--- src/rtl/ssp_ram.sv ---
module ssp_ram #(
  parameter int unsigned Width = 8,
  parameter int unsigned Depth = 256
) (
  input  logic                     clk_i,
  input  logic                     we_i,
  input  logic [$clog2(Depth)-1:0] waddr_i,
  input  logic [Width-1:0]         wdata_i,
  input  logic                     re_i,
  input  logic [$clog2(Depth)-1:0] raddr_i,
  output logic [Width-1:0]         rdata_o
);

  logic [Width-1:0] mem_q [Depth];
  logic [Width-1:0] rdata_q;

  // one write port, one registered read port
  always_ff @(posedge clk_i) begin
    if (we_i) begin
      mem_q[waddr_i] <= wdata_i;
    end
    if (re_i) begin
      rdata_q <= mem_q[raddr_i];
    end
  end

  assign rdata_o = rdata_q;

endmodule

--- config.mk ---
export PLATFORM = sky130hd
export DESIGN_NAME = ssp_ram
export DESIGN_NICKNAME = d
export VERILOG_FILES = /design/src/rtl/ssp_ram.sv
export SDC_FILE = /design/constraint.sdc
export NUM_CORES = 2
export LEC_CHECK = 0
export ABC_AREA = 0
export CORE_UTILIZATION = 55
export DETAILED_ROUTE_END_ITERATION = 8
export DONT_BUFFER_PORTS = 1
export GPL_TIMING_DRIVEN = 1
export PLACE_DENSITY = 0.7
export SLEW_MARGIN = 40
export SYNTH_ARGS = -nofsm -noshare
export SYNTH_HDL_FRONTEND = slang
export SYNTH_SLANG_ARGS = --single-unit
--- constraint.sdc ---
create_clock -name clk_i -period 4.2 [get_ports clk_i]
set_input_delay 0.63 -clock clk_i [delete_from_list [all_inputs] [get_ports clk_i]]
set_output_delay 0.63 -clock clk_i [all_outputs]
set_load 0.05 [all_outputs]
==> flow_summary_export.csv <==
group,metric,value,unit
power,p_leak,27.23,nW
clock_tree,clk_pin_slew,60,ps
synth,synth_top_family_by_area,"multiplexers",
route,drt_first_iter_violations,5384,
power,pwr-share-seq,54.6,%
route,wl,196000,µm
sta,fin_skew,40.60,ps
route,postRouteAntennaNets,0,
synth,synth_cells,3733,
placement,dp_hpwl,104100,µm
synth,synthDistinctLibCells,54,
finish,final_area,88730,µm²
power,powerDensity,468.8,nW/µm²
power,pwr-share-comb,4.3,%
clock_tree,root_buffer,"clkbuf_16",
placement,dp.cells,5516,
placement,routabilityCongestion,0.8162,
synth,post-synth-top-count-cell,"edfxtp_1",
power,power.internal,32.98,mW
synth,synth_fa_ha_area_share,0,%
synth,syn-cell-area,79640,µm²
route,routed-via-count,39213,
sta,min_period,4102,ps
floorplanning,die-width,382.5,µm
sta,rsz0062_at_grt,"no",
route,wl_per_cell,33.17,µm
synth,synth_edf_count,2056,
floorplanning,ios,35,
synth,yosys-top-cells-count,"edfxtp_1, mux4_2, nor2_1",
sta,finalSetupViolations,0,
grt,grt.overflow.total,0,
clock_tree,numCtsBuffers,195,
sta,drv_slew,0,
synth,yosys.area_share.simple,2.625,%
setup_path,path_class,"input pin to register",
synth,synthTopCellsByArea,"edfxtp_1, mux4_2, mux2i_1",
setup_path,rr_worst_depth,6,
finish,finalNonFillerCells,5909,
grt,grt_pass1_vias,38745,
setup_path,worst_path_max_delay_cell,"nor4_2",
synth,async_flop_share,0,%
sta,fmax,0.2438,GHz
setup_path,worstPathMaxFanout,131,
grt,grt_pass1_wl,278100,µm
synth,synth_top_area_share,77.53,%
finish,fin_nets,3869,
setup_path,cp-end-kind,"register",
setup_path,startpoint_type,"input pin",
synth,ys_ff_latch,2056,
setup_path,critPathMaxStageDelay,630,ps
run_status,status,"finished clean",
sta,final-hold-violation-count,0,
clock_tree,cts_tree,"done",
clock_tree,cts_sinks,2056,
setup_path,startpoint,"raddr_i[1]",
min_path,hold_path_class,"input pin to register",
synth,synth_nets,3760,
route,remaining_drc_errors,0,
synth,ys_seq_area_share,77.53,%
floorplanning,start_util,55.44,%
finish,area_delta_synth_final,11.42,%
setup_path,cp.arrival,4650,ps
floorplanning,std_cell_rows,139,
synth,synth_compound_area_share,3.416,%
setup_path,crit_end,"rdata_o[7]",
floorplanning,fp.dieArea,146300,µm²
setup_path,reg2reg_from,"mem_q[77][7]",
clock_tree,h-tree-depth,4,
power,irDropWorstVdd,0.3894,mV
grt,antenna_found_initial,4,
min_path,worstHoldPathCells,0,
power,p_clk_share,41.2,%
synth,synthFlopType,"edfxtp_1",
finish,post_route_cells_drive_above_1_share,24.24,%
sta,slew_headroom,36.99,%
synth,avgSynthCellArea,21.33,µm²
grt,grt_max_degree,447,
synth,yosys.area_share.xor_xnor,0,%
finish,seqCellArea,61740,µm²
clock_tree,post_cts_buffers,0,
setup_path,r2r_slack,1330,ps
clock_tree,clock_latency,830,ps
grt,grt_use_total,26.82,%
power,power.switching,8.613,mW
power,p_sw_share,20.71,%
sta,worstMarginPinSlew,936.5,ps
clock_tree,cts_buffer_depth,3,
synth,synth_mux_area_share,14.60,%
floorplanning,core_area,143700,µm²
finish,multiInputGateArea,16790,µm²
setup_path,cp.required,4740,ps
setup_path,crit_path_cell_trace,"buf_16 > buf_16 > buf_16 > buf_16 > or3b_2 > o22ai_1 > o21ai_0 > nand3_1 > nor4_2 > nor4_1",
route,vias_per_cell,6.636,
route,first_pass_iters,5,
setup_path,reg2reg_to,"rdata_o[7]",
placement,placement.io_buffers,0,
run,maxCapViolations,0,
placement,place_area,81760,µm²
synth,synth_warnings,0,
floorplanning,dieHeight,382.5,µm
sta,post-route-period-util,97.66,%
synth,synth_top_cell_by_area,"edfxtp_1",
finish,fill_cells,9779,
finish,num_antenna_cells,0,
setup_path,crit_top_cell,"buf_16",
-- cell families after synthesis --
family	Yosys count
buffers and inverters	235
multiplexers	591
flip-flops	2056
AND/OR/NAND/NOR	466
AO/OA/AOI/OAI	385
-- state kept, by name, indices dropped and copies added, names as in the netlist --
register	count
rdata_o	8
mem_q	2048
-- layout make-up --
type	count	share of cell area (%)
inverters	2	0.008461
multi-input cells	1442	18.92
clock inverters	109	1.082
well taps	1903	2.683
flip-flops and latches	2056	69.58
clock buffers	252	5.861
repair buffers	145	1.861
-- layout by cell type (no fill, tap or decap), types with 12 or more instances in the layout --
cell	synthesis	routed
mux4_2	454	454
clkbuf_16	0	202
buf_4	27	102
nor3_1	22	22
a22oi_1	133	133
a211oi_1	16	15
mux2i_1	134	134
nor2_2	0	73
clkinv_2	0	33
clkbuf_1	111	52
edfxtp_1	2056	2056
nor2b_1	31	28
buf_16	0	20
o22ai_1	28	28
clkinv_1	1	46
nand3_1	34	29
o221ai_1	46	46
bufinv_16	0	15
nor2_1	282	207
nor4_1	24	14
nor4_2	3	12
nand2_1	33	28
a21oi_1	96	96
a221oi_1	13	13
-- critical path: cells and delay by family --
family                 cells  cell delay [ps]
and+or+nand+nor            4             1520
AOI/OAI and AO/OA          2              590
buffers and inverters      4             1710
-- power groups by stage --
stage                     sequential, mW  clock, mW  combinational (mW)
final                               22.7       17.1                1.78
after CTS                           22.7       17.2                1.65
after detailed placement            23.1          0                1.42
after global placement              23.1          0                1.20
after floorplan                     23.1          0                1.10
after global routing                22.7       18.0                1.86
-- what timing repair did --
action / 4_1_cts / 5_1_grt
endpoints found under the hold margin: 734 / 0
hold buffers: 22 / 0
resized for setup: 0 / 3
setup endpoints to repair: 7 / 8
pin swaps: 0 / 0
cloned: 2 / 2
-- per-stage QoR --
step | hold slack [ps] | util, % | setup TNS (ps) | power (mW) | worst slack [ps]
3_3_place_gp | 750.4 | 56.69 | -56.93 | 24.33 | -56.93
6_report | 76.18 | 61.77 | 0 | 41.60 | 98.49
4_1_cts | 0.1339 | 61.51 | 0 | 41.59 | 41.75
5_1_grt | 18.38 | 61.77 | 0 | 42.50 | 37.80
3_5_place_dp | 750.9 | 56.91 | -8396 | 24.54 | -1384
2_1_floorplan | 728.9 | - | 0 | 24.21 | 1494
-- worst min path at each step --
stage / start / endpoint
after floorplan: wdata_i[0] / mem_q[0][0]
after global placement: re_i / rdata_o[6]
after detailed placement: re_i / rdata_o[6]
after CTS: wdata_i[0] / mem_q[128][0]
after global routing: wdata_i[1] / mem_q[2][1]
final: wdata_i[5] / mem_q[247][5]
-- layer usage --
layer / routed length, µm / track usage, %
met5: 31 / 0
met4: 6157 / 8.570
met3: 20380 / 5.540
met2: 94090 / 41.85
met1: 75350 / 38.42
Note: power is estimated with default switching activity, not from simulation.
