$ cat src/rtl/ssp_pkg.sv
package ssp_pkg;

  // display memory geometry
  localparam int unsigned BitmapBytes = 6144;
  localparam int unsigned AttrBytes   = 768;
  localparam int unsigned BitmapAw    = $clog2(BitmapBytes);
  localparam int unsigned AttrAw      = $clog2(AttrBytes);

  // request codes
  localparam logic CmdWrite = 1'b0;
  localparam logic CmdPixel = 1'b1;

  // cpu address decode: bitmap 0x4000..0x57ff, attributes 0x5800..0x5aff
  localparam logic [2:0] ScrPage    = 3'b010;
  localparam logic [1:0] AttrBank   = 2'b11;
  localparam logic [2:0] AttrPages  = 3'd3;

  // paper window inside the cropped frame
  localparam logic [8:0] PaperColLo = 9'd20;
  localparam logic [8:0] PaperColHi = 9'd276;
  localparam logic [7:0] PaperRowLo = 8'd8;
  localparam logic [7:0] PaperRowHi = 8'd200;
  localparam logic [8:0] CropRowOff = 9'd8;

  // pixel request carried next to the memory read
  typedef struct packed {
    logic       in_paper;
    logic [2:0] bit_sel;
    logic       flash;
  } ssp_pix_t;

endpackage

$ cat src/rtl/ssp_shade.sv
module ssp_shade
  import ssp_pkg::*;
(
  input  ssp_pix_t   pix_i,
  input  logic [7:0] bits_i,
  input  logic [7:0] attr_i,
  input  logic [2:0] border_i,
  output logic [3:0] pixel_index_o,
  output logic       in_paper_o
);

  logic ink_on;
  logic swap;

  // ink or paper selection with flash swap
  always_comb begin
    ink_on = bits_i[pix_i.bit_sel];
    swap   = attr_i[7] & pix_i.flash;
    if (!pix_i.in_paper) begin
      pixel_index_o = {1'b0, border_i};
    end else if (ink_on != swap) begin
      pixel_index_o = {attr_i[6], attr_i[2:0]};
    end else begin
      pixel_index_o = {attr_i[6], attr_i[5:3]};
    end
    in_paper_o = pix_i.in_paper;
  end

endmodule

$ cat config.mk
export PLATFORM = sky130hd
export DESIGN_NAME = ssp_shade
export DESIGN_NICKNAME = d
export VERILOG_FILES = /design/src/rtl/ssp_pkg.sv /design/src/rtl/ssp_shade.sv
export SDC_FILE = /design/constraint.sdc
export NUM_CORES = 1
export LEC_CHECK = 0
export BUFFER_PORTS_ARGS = -buffer_cell sky130_fd_sc_hd__buf_2
export CAP_MARGIN = 20
export CORE_AREA = 2 2 39 41
export DETAILED_ROUTE_END_ITERATION = 6
export DIE_AREA = 0 0 41 43
export PLACE_DENSITY = 0.57
export SLEW_MARGIN = 20
export SYNTH_ARGS = -nofsm -noshare
export SYNTH_HDL_FRONTEND = slang
export SYNTH_SLANG_ARGS = --single-unit
$ cat constraint.sdc
create_clock -name vclk -period 3.12
set_input_delay 0.624 -clock vclk [all_inputs]
set_output_delay 0.624 -clock vclk [all_outputs]
set_load 0.02 [all_outputs]
==> qor.yml, run 1 <==
first_global_vias: 261
status: "complete, no violations"
fmax_mhz: 354
power.density_nw_per_um2: 153
fin_crit_ns: 2.82
p_leak_nw: 0.190
grt_usage_pct: 7.23
synth-xor-area-share_pct: 0
die_h_um: 43
ys_types: 12
hold_path_class: "in2out"
fin_setup_tns_ns: 0
tightest_slew_ns: 0.299
core-area_sq_um: 1380
grt_pass1_wl_um: 966
cp.arrival_ns: 2.20
whs_path_depth: 3
relSlewSlack_pct: 79.6
antenna_found_initial: 0
layout_setup_ws_ns: 0.296
portBuffers: 29
synth_compound_area_share_pct: 10.6
hold-path-endpoint: "pixel_index_o[3]"
grt_max_degree: 18
n_antenna_cell: 0
n_clock_buffer: 0
seq_cell_count: 0
gp_congestion: 0.679
synth_top_family_by_area: "multiplexers"
crit_fanout: 9
cpPeakStageDelay_ns: 0.53
cp_common_cell: "buf_2"
rsz0062_at_grt: "no"
cts_setup_buffers: 0
pre_cts_slack_ns: 0.279
dr_total_vias: 357
synth_warnings: 0
layout-drive-gt1-share_pct: 54.2
cts_resized: 0
ios: 29
start_kind: "input pin"
synth-seq-area-share_pct: 0
synthSimpleGateAreaFrac_pct: 38.2
firstDrtPassIters: 4
syn_area_per_cell_sq_um: 7.55
worst_path_max_delay_cell: "mux4_2"
layout.nets: 85
drt-wirelength-per-cell_um: 9.25
maxCapViolCount: 0
criticalPathCategory: "in2out"
required_ns: 2.50
slew_violations: 0
dieArea_sq_um: 1760
hold_path_startpoint: "attr_i[6]"
critPathTopFamily: "multiplexers"
ir_drop_mv: 0.0722
muxShareOfSynthArea_pct: 40.7
drc: 0
syn_to_final_growth_pct: 60.3
seq_area_sq_um: 0
via_per_inst: 4.76
cp_cell_sequence: "buf_2 -> mux4_2 -> mux2i_4 -> mux2_1 -> o2111ai_1 -> buf_2"
setup_viol: 0
initial_core_util_pct: 18.0
die_x_um: 41
overflow: 0
endpoint_kind: "output pin"
power.total_uw: 61.1
synth_area_sq_um: 249
rows: 14
crit_buf_inv: 2
ant_nets: 0
wl_um: 694
fin_crit_sh_pct: 90.5
synth-adder-area-share_pct: 0
hold_buffers: 0
syn_inst: 33
drt_iter0_markers: 2
hold_viol: 0
synth_nets: 57
stage by stage:
| stage | cell area (sq um) | std cells | utilization, % | hold slack (ns) |
|---|---|---|---|---|
| after detailed placement | 399 | 75 | 28.8 | 1.57 |
| after global placement | 399 | 75 | 28.8 | 1.57 |
| final | 399 | 75 | 28.8 | 1.57 |
| after global routing | 399 | 75 | 28.8 | 1.61 |
| after CTS | 399 | 75 | 28.8 | 1.57 |
| after floorplan | 249 | 33 | - | 1.36 |
cell usage after synthesis, drive strengths merged:
cell type | number | area share [%]
mux2 | 3 | 14
inv | 3 | 4.5
clkbuf | 2 | 3.0
o2111ai | 3 | 11
nand2 | 4 | 6.0
nand3 | 6 | 12
or3 | 3 | 7.5
mux4 | 2 | 18
and2 | 2 | 5.0
mux2i | 1 | 9.0
buf | 1 | 3.0
nand4 | 3 | 7.5
tightest hold or removal path, cell delays in order:
cell and delay, ns:
buf_2 0.07, and2_1 0.10, buf_2 0.15
power breakdown:
part           leakage, nW  internal (mW)  switching, mW  total, mW
Clock                    0              0              0          0
Combinational        0.190         0.0302         0.0309     0.0611
Sequential               0              0              0          0
cells in the final DEF (no fill, tap or decap):
cell type,n
mux2i_4,1
and2_1,2
mux2_1,3
nand2_1,4
nand3_1,6
or3_1,3
nand4_1,3
inv_1,3
mux4_2,2
o2111ai_1,3
buf_2,29
layout make-up:
class              instances  area [sq um]
repair buffers            29           145
multi-input cells         27           223
fillers                  156           985
well taps                 16          20.0
inverters                  3          11.3
metal layers:
metal	wire length, um	vias to the layer above	share of wire, %	track usage (%)
li1	-	179	-	-
met1	262	156	38	9.65
met2	331	22	48	12.5
met3	100	0	14	1.05
met4	0	0	0	0
met5	0	-	0	0
logic make-up after synthesis:
| group | after synthesis |
|---|---|
| AOI/OAI and AO/OA | 3 |
| buffers and inverters | 6 |
| muxes | 6 |
| and+or+nand+nor | 18 |
worst max-delay path by stage:
stage / end / cells after the start / slack, ns / startpoint
2_1_floorplan: pixel_index_o[0] / 4 / 0.55 / pix_i[1]
3_3_place_gp: pixel_index_o[2] / 6 / 0.31 / pix_i[1]
3_5_place_dp: pixel_index_o[0] / 6 / 0.28 / pix_i[1]
4_1_cts: pixel_index_o[2] / 6 / 0.28 / pix_i[1]
5_1_grt: pixel_index_o[0] / 6 / 0.18 / pix_i[1]
6_report: pixel_index_o[2] / 6 / 0.30 / pix_i[1]
Note: power is estimated with default switching activity, not from simulation.
==> run 2: changes to the inputs <==
- GPL_TIMING_DRIVEN: not set -> 0
==> qor.yml, run 2 (same netlist as run 1, synthesis figures left out) <==
tightest_slew_ns: 0.366
start_kind: "input pin"
hold_path_class: "in2out"
drt_iter0_markers: 2
overflow: 0
status: "complete, no violations"
initial_core_util_pct: 18.0
fin_worst_hold_slack_ns: 1.47
crit_buf_inv: 2
grt_pass1_wl_um: 938
die_h_um: 43
fin_setup_tns_ns: 0
p_leak_nw: 0.194
cp_cell_sequence: "buf_2 -> mux4_2 -> mux2i_4 -> mux2_1 -> o2111ai_1 -> buf_2"
criticalPathCategory: "in2out"
first_global_vias: 262
wl_met3_um: 104
relSlewSlack_pct: 75.6
ios: 29
endpoint_kind: "output pin"
layout_common_cells: "buf_2 (28), nand3_1 (6), nand2_1 (4)"
portBuffers: 28
setup_viol: 0
wl_met2_um: 328
via_per_inst: 4.70
fin_crit_ns: 2.83
grt_max_degree: 11
wl_um: 699
rsz0062_at_grt: "no"
ant_nets: 0
p_int_uw: 31.1
layout-drive-gt1-share_pct: 52.5
grt_usage_pct: 6.83
pwr-share-comb_pct: 100.0
core-area_sq_um: 1380
cts_resized: 0
gp_congestion: 0.687
highest_layer: "met3"
hold_buffers: 0
drt-wirelength-per-cell_um: 9.08
switching_power_uw: 31.1
cpPeakStageDelay_ns: 0.52
cp.arrival_ns: 2.20
seq_cell_count: 0
n_clock_buffer: 0
rows: 14
wl_met1_um: 266
seqPwrFrac_pct: 0
dr_total_vias: 362
power_frac_clock_pct: 0
cp_common_cell: "buf_2"
n_antenna_cell: 0
syn_to_final_growth_pct: 64.3
seq_area_sq_um: 0
fillers: 155
antenna_found_initial: 0
critPathTopFamily: "multiplexers"
slew_violations: 0
layout.nets: 87
drc: 0
worst_path_max_delay_cell: "mux4_2"
die_x_um: 41
p_sw_share_pct: 50.0
dieArea_sq_um: 1760
hold_viol: 0
required_ns: 2.50
ir_drop_mv: 0.0650
fin_crit_sh_pct: 90.6
final_common_cell: "buf_2"
power.total_uw: 62.1
cts_setup_buffers: 0
firstDrtPassIters: 4
crit_fanout: 9
fmax_mhz: 354
maxCapViolCount: 0
power.density_nw_per_um2: 152
==> run 2: final cells by class <==
type / count / area [sq um] / share of cell area, %
buffer: 3 / 15.0 / 3.67
tap: 16 / 20.0 / 4.89
multi-input combinational: 27 / 223 / 54.4
inverter: 3 / 11.3 / 2.75
timing repair buffer: 28 / 140 / 34.3
==> run 2: path summary, 6_finish.rpt <==
path  startpoint                to  slack [ns]  depth (start not counted)
max     pix_i[1]  pixel_index_o[2]        0.29                          6
min     pix_i[4]        in_paper_o        1.47                          2
==> run 2: per-layer routing <==
layer / vias up / global-route usage [%]
met5: - / 0
met4: 0 / 0
met2: 21 / 11.9
met1: 158 / 9.35
met3: 0 / 0.524
li1: 183 / -
==> run 2: power by group through the flow <==
stage                     Sequential [mW]  Clock (mW)  Combinational (mW)
after detailed placement                0           0              0.0625
after CTS                               0           0              0.0627
after floorplan                         0           0              0.0374
final                                   0           0              0.0621
after global placement                  0           0              0.0619
after global routing                    0           0              0.0677
==> run 2: metrics by stage <==
stage               setup slack [ns]  utilization [%]  std cells  area, sq um
global route                   0.224             29.6         77          409
detailed placement             0.298             29.6         77          409
floorplan                      0.552                -         33          249
finish                         0.292             29.6         77          409
CTS                            0.291             29.6         77          409
global placement               0.303             29.6         77          409
