===== config.mk =====
export PLATFORM = sky130hd
export DESIGN_NAME = ssp_front
export DESIGN_NICKNAME = d
export VERILOG_FILES = /design/src/rtl/ssp_pkg.sv /design/src/rtl/ssp_front.sv
export SDC_FILE = /design/constraint.sdc
export NUM_CORES = 1
export LEC_CHECK = 0
export ABC_AREA = 1
export BUFFER_PORTS_ARGS = -buffer_cell sky130_fd_sc_hd__buf_2
export CAP_MARGIN = 20
export CORE_MARGIN = 2
export CORE_UTILIZATION = 34
export DETAILED_ROUTE_END_ITERATION = 6
export GPL_TIMING_DRIVEN = 0
export PLACE_DENSITY_LB_ADDON = 0.25
export SLEW_MARGIN = 15
export SYNTH_ARGS = -nofsm -noshare
export SYNTH_HDL_FRONTEND = slang
export SYNTH_SLANG_ARGS = --single-unit

===== constraint.sdc =====
create_clock -name vclk -period 1.75
set_clock_uncertainty 0.15 [all_clocks]
set_input_delay 0.2625 -clock vclk [all_inputs]
set_output_delay 0.2625 -clock vclk [all_outputs]
set_load 0.02 [all_outputs]

===== src/rtl/ssp_pkg.sv =====
package ssp_pkg;

  // display memory geometry
  localparam int unsigned BitmapBytes = 6144;
  localparam int unsigned AttrBytes   = 768;
  localparam int unsigned BitmapAw    = $clog2(BitmapBytes);
  localparam int unsigned AttrAw      = $clog2(AttrBytes);

  // request codes
  localparam logic CmdWrite = 1'b0;
  localparam logic CmdPixel = 1'b1;

  // cpu address decode: bitmap 0x4000..0x57ff, attributes 0x5800..0x5aff
  localparam logic [2:0] ScrPage    = 3'b010;
  localparam logic [1:0] AttrBank   = 2'b11;
  localparam logic [2:0] AttrPages  = 3'd3;

  // paper window inside the cropped frame
  localparam logic [8:0] PaperColLo = 9'd20;
  localparam logic [8:0] PaperColHi = 9'd276;
  localparam logic [7:0] PaperRowLo = 8'd8;
  localparam logic [7:0] PaperRowHi = 8'd200;
  localparam logic [8:0] CropRowOff = 9'd8;

  // pixel request carried next to the memory read
  typedef struct packed {
    logic       in_paper;
    logic [2:0] bit_sel;
    logic       flash;
  } ssp_pix_t;

endpackage


===== src/rtl/ssp_front.sv =====
module ssp_front
  import ssp_pkg::*;
(
  input  logic                cmd_i,
  input  logic [15:0]         address_i,
  input  logic [8:0]          column_i,
  input  logic [7:0]          row_i,
  input  logic [7:0]          beam_line_i,
  input  logic                flash_phase_i,
  output logic                bm_wsel_o,
  output logic                at_wsel_o,
  output logic [BitmapAw-1:0] bm_waddr_o,
  output logic [AttrAw-1:0]   at_waddr_o,
  output logic [BitmapAw-1:0] bm_raddr_o,
  output logic [AttrAw-1:0]   at_raddr_o,
  output ssp_pix_t            pix_o
);

  logic [7:0] lx;
  logic [7:0] ly;
  logic [8:0] y_full;
  logic       in_win;

  // write decode into bitmap or attribute area
  always_comb begin
    bm_wsel_o  = (cmd_i == CmdWrite) && (address_i[15:13] == ScrPage)
                 && (address_i[12:11] != AttrBank);
    at_wsel_o  = (cmd_i == CmdWrite) && (address_i[15:13] == ScrPage)
                 && (address_i[12:11] == AttrBank) && (address_i[10:8] < AttrPages);
    bm_waddr_o = address_i[BitmapAw-1:0];
    at_waddr_o = address_i[AttrAw-1:0];
  end

  // paper window test and local coordinates
  always_comb begin
    y_full = {1'b0, row_i} + CropRowOff;
    in_win = (column_i >= PaperColLo) && (column_i < PaperColHi)
             && (row_i >= PaperRowLo) && (row_i < PaperRowHi)
             && (y_full < {1'b0, beam_line_i});
    lx     = 8'(column_i - PaperColLo);
    ly     = row_i - PaperRowLo;
  end

  // interleaved bitmap address and linear attribute address
  always_comb begin
    bm_raddr_o   = {ly[7:6], ly[2:0], ly[5:3], lx[7:3]};
    at_raddr_o   = {ly[7:3], lx[7:3]};
    pix_o.in_paper = in_win;
    pix_o.bit_sel  = ~lx[2:0];
    pix_o.flash    = flash_phase_i;
  end

endmodule


==> summary by stage, run 1 <==
Setup path
STA classifies the critical path endpoint as an output port. The critical path in this run is classified as in2out. The data required time at the worst endpoint is between 1 and 1.5 ns. Data on the critical path arrives at its endpoint at 1.54 ns.

In this run the worst path has a maximum fanout of 7. The startpoint type of the worst setup path is an input port.

Pwr
The leakage power of the design is between 0.9 and 1 nW. The power density relative to cell area is roughly 310 nW/um^2. Across the VDD grid, the largest voltage drop is approximately 0.0002 V. The overall power is around 0.47 mW.

Layout
In the finished layout, the clock tree contains a buffer count of 0. After the last flow step, the layout net total stands at approximately 300. The design has 0 sequential cells. The finished layout cell area is around 1500 um^2. The number of filler cells placed in the layout is 278. In the final layout, the share of cells above drive strength 1 is 0.5983. The final antenna diode count is 0.

Excluding fillers, the count of instances in the completed layout stands at 270. Compared with the post-synthesis result, the final layout area differs by 60.16%. The sequential cell area in the final layout is 0 um^2.

GRT
The aggregate global-route resource usage is 0.1182. The via count of the first global-routing pass is a little under 900. The first global-routing pass estimated 3318 um of wire. The largest net degree at the start of global routing is 8. The total congestion overflow after global routing is 0. The initial antenna violation count is 0.

STA
Of the available clock period, the critical path in the final layout requires 1.115. The final number of setup-violating endpoints is 1. Across all setup checks in the final design, the least slack found is -0.2009 ns. The final-report hold violation count is 0. The maximum clock frequency is 0.5126 GHz.

Measured against its own limit, the worst slew margin works out to 0.8637. The transition time at the pin with the least slew margin is just over 0.2 ns. The final period demand of the worst path is around 2.0 ns.

The worst hold-check slack is a little under 0.6 ns. Setup repair after global routing could not meet its margin everywhere. The count of pins over their slew limit was 0.

Logic synthesis
The cell count after synthesis is between 150 and 200. The fraction of the yosys area taken by sequential cells is 0. In the post-synthesis netlist, the biggest area contributors are sky130_fd_sc_hd__buf_4 (31%), sky130_fd_sc_hd__ha_1 (16%), sky130_fd_sc_hd__nand2_1 (12%). Of the post-synthesis cell area, the dominant cell type holds 0.3108. The mapped netlist covers 942.2 um^2.

In this run the mean area of a mapped cell was between 6 and 7 um^2. The number of nets produced by synthesis is 209. The warning count from the yosys run is 0. Counting distinct cell types in the post-synthesis netlist gives 21.

The largest total area in the synthesized netlist belongs to sky130_fd_sc_hd__buf_4.

Die
The die outline width is between 50 and 60 um. The floorplan die area is about 3200 um^2. The effective utilization at floorplan is 0.3507. The number of ports placed on the die boundary is 96.

The number of standard-cell rows in the floorplan is 19. The vertical extent of the die is around 57 um. After floorplanning, the core was sized to cover between 2000 and 3000 um^2.

Detailed routing
The number of detailed-routing iterations run before antenna repair is 4. For this block, the via count after detailed routing is around 1100. After the first detailed-routing iteration, the DRC count stood at 15.

The routed wire length is about 2100 um. The via density per instance is a little over 4. The remaining antenna violation count after routing is 0.

The number of DRC violations after detailed routing is 0. The per-cell routed wire length is 7.785 um.

Worst hold path
The tightest min-delay check is of the in2out type.

Place
Detailed placement finished with a half-perimeter wire length of ~1900 um. The pre-CTS worst setup slack is -0.4345 ns. The final weighted congestion in routability-driven placement is between 0.7 and 0.8. Buffers placed on the I/O ports in this run total 86. The placed instances occupy a cell area of 1436 um^2. The placed instance count is 271.

Job
Across the run, the number of max-cap violations was 0.

Status
The run finished, with violations left. The checks that failed: negative setup slack.
[final timing paths]
path              slack [ns]             to  cells after the start         start
hold / removal          0.59  bm_waddr_o[3]                      2  address_i[3]
setup / recovery       -0.20       pix_o[4]                     10      row_i[3]
[cell families after synthesis]
family | after synthesis | share of synthesized area
buffers and inverters | 68 | 0.4489
and+or+nand+nor | 61 | 0.2868
adders and majority gates | 12 | 0.1594
xor gates and xnor gates | 9 | 0.08367
AOI/OAI and AO/OA | 4 | 0.02125
[critical path: stages]
cell	delay (ns)
sky130_fd_sc_hd__buf_12	0.11
sky130_fd_sc_hd__inv_8	0.07
sky130_fd_sc_hd__nor2_4	0.04
sky130_fd_sc_hd__xor2_1	0.16
sky130_fd_sc_hd__ha_1	0.33
sky130_fd_sc_hd__a21oi_2	0.13
sky130_fd_sc_hd__nand3b_1	0.14
sky130_fd_sc_hd__nand3_2	0.07
sky130_fd_sc_hd__nor2_2	0.10
sky130_fd_sc_hd__buf_6	0.12
[repair_timing]
| item | in CTS | in global routing |
|---|---|---|
| hold buffers | 0 | 0 |
| hold endpoints to repair | 0 | 0 |
| endpoints found under the setup margin | 1 | 2 |
| buffers inserted | 0 | 0 |
| gates resized for setup | 14 | 5 |
| pin swaps | 8 | 5 |
[layout make-up]
type                       count  area [um^2]  area share
inverter                      28        112.6     0.07463
tap                           31        38.79     0.02570
multi-input combinational     86        585.6      0.3881
buffer                        39        305.3      0.2023
timing repair buffer          86        466.7      0.3093
[synthesized netlist by cell type]
cell type,n
sky130_fd_sc_hd__nand2_2,1
sky130_fd_sc_hd__nand3_1,6
sky130_fd_sc_hd__buf_4,39
sky130_fd_sc_hd__o21ai_0,2
sky130_fd_sc_hd__inv_2,3
sky130_fd_sc_hd__nand2_1,29
sky130_fd_sc_hd__ha_1,12
sky130_fd_sc_hd__a21oi_1,2
sky130_fd_sc_hd__nor2_4,1
sky130_fd_sc_hd__nand4_1,1
sky130_fd_sc_hd__clkinv_1,1
sky130_fd_sc_hd__buf_6,1
sky130_fd_sc_hd__nand3b_1,2
sky130_fd_sc_hd__xor2_1,7
sky130_fd_sc_hd__inv_1,23
sky130_fd_sc_hd__nor3_1,1
sky130_fd_sc_hd__nor2_2,2
sky130_fd_sc_hd__xnor2_1,2
sky130_fd_sc_hd__nor2_1,17
sky130_fd_sc_hd__nand2_4,1
sky130_fd_sc_hd__bufinv_8,1
[cells in the final DEF, fill, tap and decap left out, drive strengths merged]
| cell | instances |
|---|---|
| xor2 | 7 |
| o21ai | 2 |
| nand2 | 31 |
| xnor2 | 2 |
| clkinv | 1 |
| inv | 27 |
| nand4 | 1 |
| nor3 | 1 |
| ha | 12 |
| nand3 | 6 |
| nor2 | 20 |
| a21oi | 2 |
| buf | 125 |
| nand3b | 2 |
[power breakdown]
part | total (mW) | switching, mW | internal, mW
sequential | 0 | 0 | 0
clock | 0 | 0 | 0
combinational | 0.474 | 0.252 | 0.222
[routing by layer]
metal  up-vias  part of all wire  track usage
li1        594                 -            -
met1       445              0.40       0.1553
met2        57              0.48       0.2226
met3         0              0.12     0.006912
met4         0                 0            0
met5         -                 0            0
[through the flow]
| stage | setup TNS (ns) | util |
|---|---|---|
| after floorplan | -0.05208 | - |
| after global placement | -0.4523 | 0.5347 |
| after detailed placement | -0.4345 | 0.5347 |
| after CTS | -0.2145 | 0.5524 |
| after global routing | -0.2827 | 0.5617 |
| final | -0.2009 | 0.5617 |
Note: power is estimated with default switching activity, not from simulation.
==> inputs of run 2 (changes only) <==
--- a/config.mk
+++ b/config.mk
@@ -8,8 +8,10 @@
 export ABC_AREA = 1
 export BUFFER_PORTS_ARGS = -buffer_cell sky130_fd_sc_hd__buf_2
 export CAP_MARGIN = 20
+export CELL_PAD_IN_SITES_DETAIL_PLACEMENT = 1
+export CELL_PAD_IN_SITES_GLOBAL_PLACEMENT = 2
 export CORE_MARGIN = 2
-export CORE_UTILIZATION = 34
+export CORE_UTILIZATION = 14
 export DETAILED_ROUTE_END_ITERATION = 6
 export GPL_TIMING_DRIVEN = 0
 export PLACE_DENSITY_LB_ADDON = 0.25
==> run 2 against run 1 <==
Net effect:
- sequential cell count did not move
- power rose by 6.0%
- the run still ends with negative setup slack left
- clock-buffer cell count did not move
==> summary by stage, run 2 (synthesis results as in run 1) <==
Status
The checks that failed: negative setup slack. The run finished, with violations left.

Layout
The layout sequential cell count is 0. The most frequent standard cell in the layout excluding fill and tap cells is sky130_fd_sc_hd__buf_2. In the final layout, flip-flops and latches occupy 0 um^2. Of the cells placed in the final design, the portion with a size suffix greater than 1 is 0.6230.

The number of nets at the end of the flow is 301. The utilization after layout is 0.2525. The layout overhead on the synthesized area is 72.11%.

In the finished layout, the clock tree contains a buffer count of 0. 0 antenna diodes ended up in the layout. In the final layout, the multi-input gates occupy 600.6 um^2. In the layout the commonest cells are sky130_fd_sc_hd__buf_2 (82), sky130_fd_sc_hd__buf_4 (44), sky130_fd_sc_hd__nand2_1 (28).

The layout has ~840 filler cells. Leaving out filler cells and counting taps, the final layout contains 321.

Place
The half-perimeter wire length after placement is roughly 2600 um. Port buffering added 86 buffers. The congestion estimate from routability-driven global placement came to approximately 0.66. Once placement completed, the tool counted placed cells totaling between 300 and 400.

Setup path
The kind of end point of the critical path is an output port. The category of the critical setup timing path is in2out. The data required time at the worst endpoint is 1.34 ns.

STA puts the critical path data arrival time at roughly 1.5 ns. The maximum fanout count along the critical path is 4. The critical path starts at row_i[4].

The worst setup path is launched from an input port.

Pwr
The overall power is 0.5026 mW. The analysis attributes to cell leakage a power of 0.9779 nW. The power density relative to cell area is ~310 nW/um^2. IR analysis of the VDD net gives a maximum drop of a little under 0.00009 V.

STA
For the finished layout, the period the worst path requires is approximately 1.9 ns. The final number of setup-violating endpoints is 1. Of the available clock period, the critical path in the final layout requires 1.112. Hold is met by approximately 0.6 ns. The final-report hold violation count is 0.

After layout, the worst setup slack is -0.1968 ns. In this run the tightest slew margin relative to its limit is 0.8649. At the pin with the least slew margin, the transition time is just over 0.2 ns. The maximum clock frequency is 0.5137 GHz. Setup repair after global routing could not meet its margin everywhere.

The count of pins over their slew limit was 0.

Die
The core area is roughly 6400 um^2. The vertical extent of the die is between 80 and 90 um. In this run the core area contains 29 standard-cell rows. The die covers approximately 7400 um^2. The initial utilization of the core area, before any placement, comes to 0.1467. The die outline width is around 86 um.

96 I/O pins were placed.

Detailed routing
In this run, the number of DRC markers left after iteration 0 of detailed routing was 15. The via density per instance is about 3.6. The remaining antenna violation count after routing is 0. The number of DRC violations after detailed routing is 0. The per-cell routed wire length is around 9 um.

The total vias in the final route is roughly 1100. Before antenna repair, the detailed router went through 3 iterations. The routed wire length is about 3000 um.

Worst hold path
The type of the most critical hold path is in2out. The worst hold path startpoint is address_i[7]. The worst hold path stage count is 2.

GRT
The via count of the first global-routing pass is 1106. Entering global routing, the biggest net connects 8 pins. The initial antenna violation count was 0. The total congestion overflow after global routing is 0. The aggregate global-route resource usage is 0.07059.

The first global-routing pass estimated between 4000 and 5000 um of wire.

Clocking
Hold repair after CTS inserted 0 buffers.

Job
The tool flagged a number of max-cap violations equal to 0.
## run 2: cell count changes in the layout (fill, tap and decap cells not counted), sizes merged
cell,previous run,this run
buf,125,130
## run 2: final timing paths
check / endpoint
setup / recovery: pix_o[4]
hold / removal: bm_waddr_o[7]
## run 2: layer usage
layer | global-route usage | part of all wire | vias to the layer above
met3 | 0.01444 | 0.10 | 0
met2 | 0.1367 | 0.50 | 60
met4 | 0 | 0 | 0
met5 | 0 | 0 | -
li1 | - | - | 598
met1 | 0.08405 | 0.40 | 490
## run 2: timing repair
item,in CTS,in global routing
pin swaps,7,11
buffers inserted,4,1
resized for setup,12,12
setup endpoints to repair,2,3
## run 2: report_power, final
group / internal, mW / switching [mW]
Sequential: 0 / 0
Combinational: 0.235 / 0.268
Clock: 0 / 0
Total: 0.235 / 0.268
## run 2: metrics by stage
stage               area (um^2)  setup slack, ns  TNS (ns)
floorplan                 967.2         -0.05208  -0.05208
global placement           1494          -0.5388   -0.5552
detailed placement         1494          -0.5192   -0.5500
CTS                        1560          -0.2694   -0.2694
global route               1622          -0.2998   -0.2998
finish                     1622          -0.1968   -0.1968
## run 2: cell type report
| class | count | share of cell area |
|---|---|---|
| inverter | 28 | 0.06944 |
| tap | 77 | 0.05941 |
| buffer | 39 | 0.1883 |
| timing repair buffer | 91 | 0.3125 |
| multi-input combinational | 86 | 0.3704 |
## run 2: worst max-delay path, stage by stage
cell	delay (ns)
sky130_fd_sc_hd__buf_12	0.09
sky130_fd_sc_hd__nand2_4	0.04
sky130_fd_sc_hd__nor2_4	0.12
sky130_fd_sc_hd__xor2_1	0.19
sky130_fd_sc_hd__ha_1	0.28
sky130_fd_sc_hd__a21oi_2	0.12
sky130_fd_sc_hd__nand3b_1	0.11
sky130_fd_sc_hd__nand3_1	0.08
sky130_fd_sc_hd__nor2_2	0.12
sky130_fd_sc_hd__buf_6	0.13
==> inputs of run 3 (changes only) <==
--- a/config.mk
+++ b/config.mk
@@ -5,11 +5,11 @@
 export SDC_FILE = /design/constraint.sdc
 export NUM_CORES = 1
 export LEC_CHECK = 0
-export ABC_AREA = 1
 export BUFFER_PORTS_ARGS = -buffer_cell sky130_fd_sc_hd__buf_2
 export CAP_MARGIN = 20
 export CELL_PAD_IN_SITES_DETAIL_PLACEMENT = 1
 export CELL_PAD_IN_SITES_GLOBAL_PLACEMENT = 2
+export CORE_ASPECT_RATIO = 0.6
 export CORE_MARGIN = 2
 export CORE_UTILIZATION = 14
 export DETAILED_ROUTE_END_ITERATION = 6
==> run 3 against run 2 <==
Net effect:
- the flow still finishes with violations (negative setup slack)
- worst setup slack worse by 0.23 ns
- cell count is 13% lower
- via count is 18% lower
- fmax is 11% lower
- combinational power is 2% higher
- non-clock buffer count stayed put
- wire length is 11% lower
- design area is 0.85% lower
- worst hold slack hardly changed
- sequential cell count stayed put
- synthesized cell count is 29% lower
- largest power group unchanged
==> summary by stage, run 3 <==
Status
The flow ran to the end, but the final reports show violations. The final reports fail on negative setup slack.

Setup path
The count of buffering cells on the critical path with inverters included is 3. The maximum cell stage delay along the critical path is between 0.3 and 0.4 ns. The startpoint type of the worst setup path is an input port. The critical path is of the in2out type. The kind of cell adding the most delay to the critical path is compound AO/OA/AOI/OAI gates. The maximum fanout count along the critical path is 2. At the worst endpoint, the required time is approximately 1.3 ns. For the worst setup path, the data arrival time is around 1.8 ns. The kind of end point of the critical path is an output port. The signal on the critical path passes through buf_8 -> o21a_4 -> nor4_4 -> mux2_4 -> a2111oi_4 -> buf_4 -> buf_6.

The slowest cell on the critical path is sky130_fd_sc_hd__mux2_4.

GRT
The initial antenna violation count came to 0. The via count of the first global-routing pass is roughly 900. The aggregate global-route resource usage is 0.07336. The largest net degree at the start of global routing is 8.

The total overflow left after global routing is 0. The first global-routing pass estimated 4002 um of wire.

STA
The final-report hold violation count is 0. The count of pins over their slew limit is 0. For the pin with the worst max-slew slack, the measured transition is between 0.4 and 0.5 ns. Setup repair after global routing could not meet its margin everywhere. The worst hold-check slack is between 0.5 and 0.6 ns.

Dividing the final minimum period by the clock period gives 1.246. The final period demand of the worst path is 2.180 ns. Measured against its own limit, the worst slew margin works out to 0.7064.

The maximum clock frequency is ~0.46 GHz. The final number of setup-violating endpoints is 3. In the final timing run, aggregate negative setup slack is -0.5294 ns.

In the post-route analysis, the smallest setup slack over all paths is -0.4301 ns.

Die
The floorplan step defined a core boundary enclosing 5570 um^2. The floorplan has 21 rows. The effective utilization at floorplan is 0.1444. The floorplan step defined a die boundary enclosing roughly 6400 um^2. The die outline width is ~100 um. 96 I/O pins were placed.

The floorplan step set the die height to ~63 um.

Detailed routing
The routed layout has around 940 vias. The count of nets left with antenna violations once routing finished came out at 0. Dividing the detail-routed wire length by the instance count gives ~9.4 um. The number of detailed-routing iterations run before antenna repair is 3. The number of DRC violations after detailed routing is 0. The count of routing violations after the opening detailed-route iteration is 10. The routed wire length is roughly 2600 um. The via density per instance is 3.384.

Layout
Relative to the synthesized area, the layout overhead comes to 99.84%. The final antenna diode count is 0. The final standard cell count with taps included and fillers excluded is 279. The top cell types in the final layout, fill and taps aside, are sky130_fd_sc_hd__buf_2 (77), sky130_fd_sc_hd__buf_4 (46), sky130_fd_sc_hd__inv_1 (14). The final layout contains ~260 nets. The most frequent standard cell in the layout excluding fill and tap cells is sky130_fd_sc_hd__buf_2.

The finished layout cell area is between 1500 and 2000 um^2. Summing all flip-flop and latch instances after layout gives 0 um^2. The layout sequential cell count is 0. The layout has a little over 700 filler cells.

The layout has 0 clock buffers. Of the cells placed in the final design, the portion with a size suffix greater than 1 is 0.7789.

Logic synthesis
The xor-xnor portion of the synthesized cell area is 0.1089. The fraction of the yosys area taken by sequential cells is 0. Dividing the synthesized area by the synthesized cell count gives 7.314 um^2. The count of unique library cells instantiated by Yosys is 28. The most frequently used cell type in the post-synthesis netlist is sky130_fd_sc_hd__buf_4. The biggest area contributor in the post-synthesis netlist is sky130_fd_sc_hd__buf_4. By area, the combinational part of the netlist is dominated by buffers and inverters. In the synthesized netlist, the cells that appear most often are sky130_fd_sc_hd__buf_4 (39), sky130_fd_sc_hd__inv_1 (16), sky130_fd_sc_hd__ha_1 (12). The fraction of the mapped netlist area in simple logic gates is 0.1198.

The adder-cell share of the synthesized area is 0.1866. The synthesized netlist occupies a cell area of between 800 and 900 um^2. The warning count from the yosys run is 0. Counting every instance in the synthesized netlist gives between 100 and 150. The top-area cell type share of the netlist area is 0.3639.

By area the synthesized netlist is led by sky130_fd_sc_hd__buf_4 (36%), sky130_fd_sc_hd__ha_1 (19%), sky130_fd_sc_hd__inv_1 (7.5%). The compound-gate portion of the synthesized area is 0.1120. After synthesis, the share of cell area in mux cells is 0.01400. The number of nets produced by synthesis is 165.

Worst hold path
The path class of the tightest hold or removal check is in2out.

Place
The final weighted congestion in routability-driven placement is roughly 0.65. Once detailed placement completed, the half-perimeter wirelength came to 2375 um. OpenSTA, run right after detailed placement, puts the worst setup slack at -0.7205 ns.

In this run the cell area measured after placement is ~1400 um^2. Once placement completed, the tool counted placed cells totaling roughly 280. The count of buffers inserted at the top-level ports is 85.

Job
The tool flagged a number of max-cap violations equal to 0.

Pwr
For this design the static power due to leakage is about 0.87 nW. The worst-case IR drop observed on VDD is ~0.000077 V. The power density relative to cell area is roughly 320 nW/um^2.
-- run 3: final cells by class --
class | instances | area [um^2] | share of cell area
Multi-Input combinational cell | 53 | 625.6 | 0.3891
Inverter | 16 | 63.81 | 0.03969
Timing Repair Buffer | 89 | 506.7 | 0.3152
Tap cell | 80 | 100.1 | 0.06226
Buffer | 41 | 311.5 | 0.1938
-- run 3: worst paths after layout --
path	start	to	depth (start not counted)	slack, ns
max	column_i[2]	pix_o[4]	7	-0.43
min	address_i[4]	bm_waddr_o[4]	2	0.59
-- run 3: per-stage QoR --
step                power, mW    util
floorplan              0.3011       -
global placement       0.4516  0.2493
detailed placement     0.4518  0.2493
CTS                    0.4780  0.2650
global route           0.5576  0.2886
finish                 0.5129  0.2886
-- run 3: power breakdown --
part	internal, mW	leakage [nW]	total [mW]	switching (mW)
Sequential	0	0	0	0
Combinational	0.248	0.867	0.513	0.264
Clock	0	0	0	0
-- run 3: cell families (layout without fill, tap and decap cells) --
kind of cell / count (synthesis) / in the layout
adder cells (fa/ha/maj): 12 / 12
buffers and inverters: 57 / 146
AO/OA/AOI/OAI: 13 / 13
XOR/XNOR: 10 / 10
AND/OR/NAND/NOR: 17 / 17
multiplexers: 1 / 1
-- run 3: per-layer routing --
metal | up-vias | global-route usage | routed length, um | part of all wire
met2 | 42 | 0.1176 | 1111 | 0.42
met4 | 0 | 0 | 0 | 0
met5 | - | 0 | 0 | 0
met3 | 0 | 0.006711 | 197 | 0.075
met1 | 405 | 0.1124 | 1322 | 0.50
li1 | 497 | - | - | -
-- run 3: repair_timing --
| action | 4_1_cts | 5_1_grt |
|---|---|---|
| pin swaps | 5 | 7 |
| resized for setup | 19 | 20 |
| hold buffers | 0 | 0 |
| buffers inserted | 1 | 3 |
| endpoints found under the setup margin | 4 | 6 |
